$ cat config.mk
export PLATFORM = sky130hd
export DESIGN_NAME = mecanum_wheel_mixer_top
export DESIGN_NICKNAME = d
export VERILOG_FILES = /design/src/rtl/mwm_pkg.sv /design/src/rtl/mwm_divider.sv /design/src/rtl/mecanum_wheel_mixer_top.sv
export SDC_FILE = /design/constraint.sdc
export NUM_CORES = 2
export LEC_CHECK = 0
export BUFFER_PORTS_ARGS = -buffer_cell sky130_fd_sc_hd__buf_4
export CAP_MARGIN = 10
export CORE_MARGIN = 1.5
export CORE_UTILIZATION = 60
export DETAILED_ROUTE_END_ITERATION = 8
export PLACE_DENSITY = 0.84
export SLEW_MARGIN = 5
export SYNTH_ARGS = -nofsm -noshare
export SYNTH_HDL_FRONTEND = slang
export SYNTH_SLANG_ARGS = --single-unit
$ cat constraint.sdc
create_clock -name aclk -period 135 [get_ports aclk]
set_input_delay 13.5 -clock aclk [delete_from_list [all_inputs] [get_ports aclk]]
set_output_delay 13.5 -clock aclk [all_outputs]
set_load 0.02 [all_outputs]
$ cat src/rtl/mwm_pkg.sv
`timescale 1ns / 1ps
`default_nettype none

package mwm_pkg;

    // fixed-point format: 1.0 = 2**FRAC_BITS
    localparam int FRAC_BITS  = 13;
    localparam int IN_W       = 16;
    localparam int OUT_W      = 15;
    localparam int LANES      = 4;

    // sums of three inputs need two extra bits
    localparam int SUM_W      = IN_W + 2;
    localparam int MAG_W      = SUM_W - 1;
    localparam int REM_W      = SUM_W;
    // quotient never exceeds 1.0, so one integer bit
    localparam int Q_W        = FRAC_BITS + 1;
    localparam int DIV_STAGES = Q_W;
    localparam int VAL_W      = (SUM_W > Q_W + 1) ? SUM_W : Q_W + 1;

    localparam logic [31:0] ONE = 32'd1 << FRAC_BITS;

    // wheel lanes
    localparam int LANE_FL = 0;
    localparam int LANE_FR = 1;
    localparam int LANE_RL = 2;
    localparam int LANE_RR = 3;

    localparam int IN_TDATA_W  = ((3 * IN_W + 7) / 8) * 8;
    localparam int OUT_TDATA_W = ((LANES * OUT_W + 7) / 8) * 8;

    typedef logic [LANES-1:0][SUM_W-1:0] sum_vec_t;
    typedef logic [LANES-1:0][MAG_W-1:0] mag_vec_t;
    typedef logic [LANES-1:0][REM_W-1:0] rem_vec_t;
    typedef logic [LANES-1:0][Q_W-1:0]   quo_vec_t;

    // data that rides alongside the divider
    typedef struct packed {
        logic [LANES-1:0] neg;
        logic             scale;
        sum_vec_t         wheel;
    } side_t;

    typedef struct packed {
        logic             bit_q;
        logic [REM_W-1:0] rem;
    } div_res_t;

    // one restoring step: shift (except on the first step), compare, subtract
    function automatic div_res_t div_step(input logic [REM_W-1:0] r,
                                          input logic [MAG_W-1:0] d,
                                          input logic             first);
        logic [REM_W-1:0] shifted;
        logic [REM_W-1:0] d_ext;
        div_res_t         res;
        shifted   = first ? r : {r[REM_W-2:0], 1'b0};
        d_ext     = REM_W'(d);
        res.bit_q = (shifted >= d_ext);
        res.rem   = res.bit_q ? shifted - d_ext : shifted;
        return res;
    endfunction

endpackage

`default_nettype wire

$ cat src/rtl/mwm_divider.sv
`timescale 1ns / 1ps
`default_nettype none

// four-lane restoring divider sharing one divisor, one quotient bit per stage
module mwm_divider
    import mwm_pkg::*;
(
    input  wire logic             aclk,
    input  wire logic             aresetn,
    input  wire logic             en,
    input  wire logic             in_valid,
    input  wire logic [MAG_W-1:0] in_divisor,
    input  wire mag_vec_t         in_dividend,
    input  wire side_t            in_side,
    output logic                  out_valid,
    output quo_vec_t              out_quo,
    output side_t                 out_side
);

    rem_vec_t         rem_reg  [DIV_STAGES];
    rem_vec_t         rem_next [DIV_STAGES];
    quo_vec_t         quo_reg  [DIV_STAGES];
    quo_vec_t         quo_next [DIV_STAGES];
    logic [MAG_W-1:0] div_reg  [DIV_STAGES];
    side_t            side_reg [DIV_STAGES];
    logic [DIV_STAGES-1:0] valid_reg;

    always_comb begin
        div_res_t res;
        for (int k = 0; k < DIV_STAGES; k++) begin
            for (int i = 0; i < LANES; i++) begin
                if (k == 0) begin
                    res = div_step(REM_W'(in_dividend[i]), in_divisor, 1'b1);
                    quo_next[k][i] = Q_W'(res.bit_q);
                end else begin
                    res = div_step(rem_reg[k-1][i], div_reg[k-1], 1'b0);
                    quo_next[k][i] = {quo_reg[k-1][i][Q_W-2:0], res.bit_q};
                end
                rem_next[k][i] = res.rem;
            end
        end
    end

    always_ff @(posedge aclk) begin
        if (!aresetn) begin
            valid_reg <= '0;
        end else if (en) begin
            valid_reg <= {valid_reg[DIV_STAGES-2:0], in_valid};
        end
    end

    always_ff @(posedge aclk) begin
        if (en) begin
            for (int k = 0; k < DIV_STAGES; k++) begin
                rem_reg[k] <= rem_next[k];
                quo_reg[k] <= quo_next[k];
                if (k == 0) begin
                    div_reg[k]  <= in_divisor;
                    side_reg[k] <= in_side;
                end else begin
                    div_reg[k]  <= div_reg[k-1];
                    side_reg[k] <= side_reg[k-1];
                end
            end
        end
    end

    assign out_valid = valid_reg[DIV_STAGES-1];
    assign out_quo   = quo_reg[DIV_STAGES-1];
    assign out_side  = side_reg[DIV_STAGES-1];

endmodule

`default_nettype wire

$ cat src/rtl/mecanum_wheel_mixer_top.sv
`timescale 1ns / 1ps
`default_nettype none

// mecanum wheel mixer: takes forward, turn and strafe speeds (signed, 1.0 = 2**FRAC_BITS)
// and gives four wheel speeds fl = v-w+s, fr = v+w-s, rl = v-w-s, rr = v+w+s. when the
// largest magnitude exceeds 1.0 every wheel is scaled by 1.0/peak, truncated toward zero,
// so the largest becomes exactly 1.0; the right-hand wheels are then negated for mounting.
// one beat is accepted every cycle while the output is not stalled; the pipeline is made of
// three front stages (sums, magnitudes, peak), one divider stage per quotient bit and the
// output register. a stall on the master side holds the whole pipeline in place.
module mecanum_wheel_mixer_top
    import mwm_pkg::*;
(
    input  wire logic                   aclk,
    input  wire logic                   aresetn,
    // forward_speed [15:0], turn_rate [31:16], strafe_speed [47:32]
    input  wire logic [IN_TDATA_W-1:0]  s_tdata,
    input  wire logic                   s_tvalid,
    output logic                        s_tready,
    // fl wheel drive [14:0], fr wheel drive [29:15], rl wheel drive [44:30],
    // rr wheel drive [59:45], zero fill above
    output logic [OUT_TDATA_W-1:0]      m_tdata,
    output logic                        m_tvalid,
    input  wire logic                   m_tready
);

    // whole pipeline moves when the output slot is free or being emptied
    logic en;
    assign en       = !m_tvalid || m_tready;
    assign s_tready = en;

    // stage 1: wheel sums
    logic     valid1_reg;
    sum_vec_t sum1_reg;
    sum_vec_t sum1_next;

    always_comb begin
        logic signed [SUM_W-1:0] v;
        logic signed [SUM_W-1:0] w;
        logic signed [SUM_W-1:0] s;
        v = SUM_W'(signed'(s_tdata[IN_W-1:0]));
        w = SUM_W'(signed'(s_tdata[2*IN_W-1:IN_W]));
        s = SUM_W'(signed'(s_tdata[3*IN_W-1:2*IN_W]));
        sum1_next[LANE_FL] = v - w + s;
        sum1_next[LANE_FR] = v + w - s;
        sum1_next[LANE_RL] = v - w - s;
        sum1_next[LANE_RR] = v + w + s;
    end

    // stage 2: magnitudes and signs
    logic     valid2_reg;
    mag_vec_t mag2_reg;
    mag_vec_t mag2_next;
    side_t    side2_reg;
    side_t    side2_next;

    always_comb begin
        side2_next       = '0;
        side2_next.wheel = sum1_reg;
        for (int i = 0; i < LANES; i++) begin
            side2_next.neg[i] = sum1_reg[i][SUM_W-1];
            mag2_next[i] = sum1_reg[i][SUM_W-1] ? MAG_W'(-sum1_reg[i])
                                                : MAG_W'(sum1_reg[i]);
        end
    end

    // stage 3: peak magnitude and scale decision
    logic             valid3_reg;
    logic [MAG_W-1:0] peak3_reg;
    logic [MAG_W-1:0] peak3_next;
    mag_vec_t         mag3_reg;
    side_t            side3_reg;
    side_t            side3_next;

    always_comb begin
        logic [MAG_W-1:0] max_a;
        logic [MAG_W-1:0] max_b;
        max_a = (mag2_reg[LANE_FL] > mag2_reg[LANE_FR]) ? mag2_reg[LANE_FL]
                                                        : mag2_reg[LANE_FR];
        max_b = (mag2_reg[LANE_RL] > mag2_reg[LANE_RR]) ? mag2_reg[LANE_RL]
                                                        : mag2_reg[LANE_RR];
        peak3_next       = (max_a > max_b) ? max_a : max_b;
        side3_next       = side2_reg;
        side3_next.scale = (32'(peak3_next) > ONE);
    end

    always_ff @(posedge aclk) begin
        if (!aresetn) begin
            valid1_reg <= 1'b0;
            valid2_reg <= 1'b0;
            valid3_reg <= 1'b0;
        end else if (en) begin
            valid1_reg <= s_tvalid;
            valid2_reg <= valid1_reg;
            valid3_reg <= valid2_reg;
        end
    end

    always_ff @(posedge aclk) begin
        if (en) begin
            sum1_reg  <= sum1_next;
            mag2_reg  <= mag2_next;
            side2_reg <= side2_next;
            peak3_reg <= peak3_next;
            mag3_reg  <= mag2_reg;
            side3_reg <= side3_next;
        end
    end

    // divider: |wheel| * 1.0 / peak, one quotient bit per stage
    logic     div_valid;
    quo_vec_t div_quo;
    side_t    div_side;

    mwm_divider u_divider (
        .aclk        (aclk),
        .aresetn     (aresetn),
        .en          (en),
        .in_valid    (valid3_reg),
        .in_divisor  (peak3_reg),
        .in_dividend (mag3_reg),
        .in_side     (side3_reg),
        .out_valid   (div_valid),
        .out_quo     (div_quo),
        .out_side    (div_side)
    );

    // output stage: restore sign, pick scaled or raw, negate right side
    logic                   m_tvalid_reg;
    logic [OUT_TDATA_W-1:0] m_tdata_reg;
    logic [OUT_TDATA_W-1:0] m_tdata_next;

    always_comb begin
        logic signed [VAL_W-1:0] mag_s;
        logic signed [VAL_W-1:0] val;
        m_tdata_next = '0;
        for (int i = 0; i < LANES; i++) begin
            mag_s = VAL_W'(signed'({1'b0, div_quo[i]}));
            if (div_side.scale) begin
                val = div_side.neg[i] ? -mag_s : mag_s;
            end else begin
                val = VAL_W'(signed'(div_side.wheel[i]));
            end
            // right-hand wheels are mounted mirrored
            if (i == LANE_FR || i == LANE_RR) begin
                val = -val;
            end
            m_tdata_next[i*OUT_W +: OUT_W] = val[OUT_W-1:0];
        end
    end

    always_ff @(posedge aclk) begin
        if (!aresetn) begin
            m_tvalid_reg <= 1'b0;
        end else if (en) begin
            m_tvalid_reg <= div_valid;
        end
    end

    always_ff @(posedge aclk) begin
        if (en) begin
            m_tdata_reg <= m_tdata_next;
        end
    end

    assign m_tvalid = m_tvalid_reg;
    assign m_tdata  = m_tdata_reg;

endmodule

`default_nettype wire
==> impl_metrics.env <==
export IMPL_drt_iter0_markers=9283
export IMPL_multi_input_area_sq_mm=0.0555
export IMPL_antenna_found_initial=34
export IMPL_min_from="u_divider.side_reg[1][226]"
export IMPL_endpoint_kind="output pin"
export IMPL_timing_final_max_slew_violations=0
export IMPL_path_class="input pin to output pin"
export IMPL_crit_start="m_tready"
export IMPL_fmaxAchievable_mhz=35.7
export IMPL_drc=0
export IMPL_period_share_pct=20.8
export IMPL_rr_worst_depth=9
export IMPL_largest_register_ffs=884
export IMPL_fin_crit_ps=28030
export IMPL_yosysSeqAreaShare_pct=59.2
export IMPL_routed_wl_microns=386000
export IMPL_drive_above_1_share_pct=9.70
export IMPL_timing_rr_end="u_divider.quo_reg[1][156]"
export IMPL_ys_async_sr_fraction_pct=0
export IMPL_dieArea_sq_mm=0.241
export IMPL_hpwl_microns=284000
export IMPL_arrival_ps=14530
export IMPL_cp_data_required_time_ps=121500
export IMPL_grt_use_met1_pct=40.6
export IMPL_syn_area_sq_mm=0.143
export IMPL_ys_seq_elements=2825
export IMPL_ctsHoldBuffers=0
export IMPL_worst_slew_pin_slew_ps=1200
export IMPL_gr_max_usage_layer="met2"
export IMPL_met2_usage_pct=51.7
export IMPL_synthCells=11100
export IMPL_drtPass1Iterations=8
export IMPL_post_cts_buffers=0
export IMPL_slew_headroom_pct=20.0
export IMPL_setup_viol=0
export IMPL_synth_main_ff_cell="edfxtp_1"
export IMPL_n_fill_cell=16600
export IMPL_initial_core_util_pct=60.3
export IMPL_clkSinkCount=2825
export IMPL_core_area_sq_mm=0.237
export IMPL_htree_levels=5
export IMPL_critPathMaxFanout=45
export IMPL_via_per_inst=6.22
export IMPL_synth_area_leaders="edfxtp_1 59%, ha_1 9.7%, xnor2_1 3.4%"
export IMPL_wl_per_cell_microns=26.0
export IMPL_area_delta_synth_final_pct=10.2
export IMPL_hold_class="flip-flop to flip-flop"
export IMPL_regArea_sq_mm=0.0847
export IMPL_cts_tree="built"
export IMPL_clkLatencyLatePin_ps=990
export IMPL_die_y_microns=491
export IMPL_antenna_left=0
export IMPL_cts_buffers=302
export IMPL_num_io_pins=118
export IMPL_synth_area_leader_cell="edfxtp_1"
export IMPL_vias=92300
export IMPL_grt_pass1_vias=89200
export IMPL_grt_total_usage_pct=31.4
export IMPL_clock_tree_root_cell="clkbuf_16"
export IMPL_rows=179
export IMPL_synth_commonest_cells="2807 x edfxtp_1, 1106 x ha_1, 786 x nand2_1, 778 x o21ai_0, 662 x inv_1"
export IMPL_synth_area_per_cell_sq_um=12.9
export IMPL_crit_slowest_cell="buf_4"
export IMPL_cpPeakStageDelay_ps=260
export IMPL_grtUsageMet3_pct=4.35
export IMPL_clkTransAtPathRegs_ps=60
export IMPL_die_width_microns=491
export IMPL_status="finished clean"
export IMPL_cpMostUsedCell="buf_4"
export IMPL_synth_edf_count=2807
export IMPL_startpoint_type="input pin"
export IMPL_fin_nets=12600
export IMPL_rsz0062_at_grt="false"
export IMPL_timing_setup_tns_ps=0
export IMPL_portBuffers=113
export IMPL_crit_path_end="s_tready"
export IMPL_yosys_warnings=0
export IMPL_regToRegStartpoint="m_tvalid"
export IMPL_grt_pass1_wl_microns=565000
export IMPL_cts_max_path_buffers=4
export IMPL_synth_top_area_share_pct=58.9
export IMPL_maxCapViolations=0
export IMPL_grt_max_degree=189
export IMPL_finalClockSkew_ps=104
export IMPL_reg2reg_slack_ps=128070
export IMPL_yosysUniqueCellTypes=91
export IMPL_hold_viol=0
export IMPL_grt_ovfl_total=0
export IMPL_cts_resized=0
export IMPL_crit_chain="buf_4, nor2b_1, buf_4, inv_8, buf_4"
export IMPL_synth_most_common_cell="edfxtp_1"
export IMPL_place_gp_congestion=0.983
[kinds of logic after synthesis]
kind of cell    synth area share, %
compound gates                 10.7
other cells                 0.00262
mux                            3.89
flops                          59.2
xor+xnor                       5.28
buf+inv                        2.26
simple gates                   8.21
fa+ha+maj                      10.5
[cell type report]
type / count / share of cell area [%]
clock buffers: 344 / 4.95
multi-input cells: 7465 / 35.2
diodes: 48 / 0.0762
inverters: 663 / 1.58
clock inverters: 174 / 1.16
repair buffers: 161 / 0.817
well taps: 3167 / 2.51
flip-flops and latches: 2825 / 53.7
[metrics by stage]
stage	area (sq um)	util, %	setup slack (ps)	hold WS, ps	instances
after global placement	148000	62.3	107030	400	14300
after floorplan	143000	-	32000	400	11100
final	158000	66.4	106970	354	14800
after detailed placement	148000	62.3	107020	405	14300
after CTS	157000	66.3	107020	342	14800
after global routing	158000	66.4	106930	347	14800
[worst min-delay path by stage]
stage / endpoint / cells after the start
2_1_floorplan: side3_reg[10] / 0
3_3_place_gp: u_divider.quo_reg[1][16] / 0
3_5_place_dp: side3_reg[31] / 0
4_1_cts: u_divider.side_reg[1][303] / 0
5_1_grt: u_divider.side_reg[1][25] / 0
6_report: u_divider.side_reg[1][303] / 0
[layout by cell type (no fill, tap or decap), types with 109 or more instances in the layout]
master     instances
nand2_1          786
or3_1            109
buf_4            154
xnor2_1          549
xor2_1           313
nor2b_1          141
nand4_1          133
a21oi_1          579
o21a_1           111
clkbuf_16        306
edfxtp_1        2807
nor2_1           654
ha_1            1106
nor3_1           211
nand2b_1         151
o21ai_0          778
a21o_1           202
mux2_2           409
inv_1            662
[worst max-delay path, delay by kind of cell]
kind	cells	cell delay (ps)
buf+inv	4	780
simple gates	1	130
[layer usage]
metal	vias to the layer above	part of all wire [%]
li1	42300	-
met1	45200	39
met2	3937	48
met3	859	6.8
met4	4	5.9
met5	-	0.0067
Power is left out: the tool's default activity adds up to more than one toggle a clock period on the data nets, which glitch-free logic cannot reach.
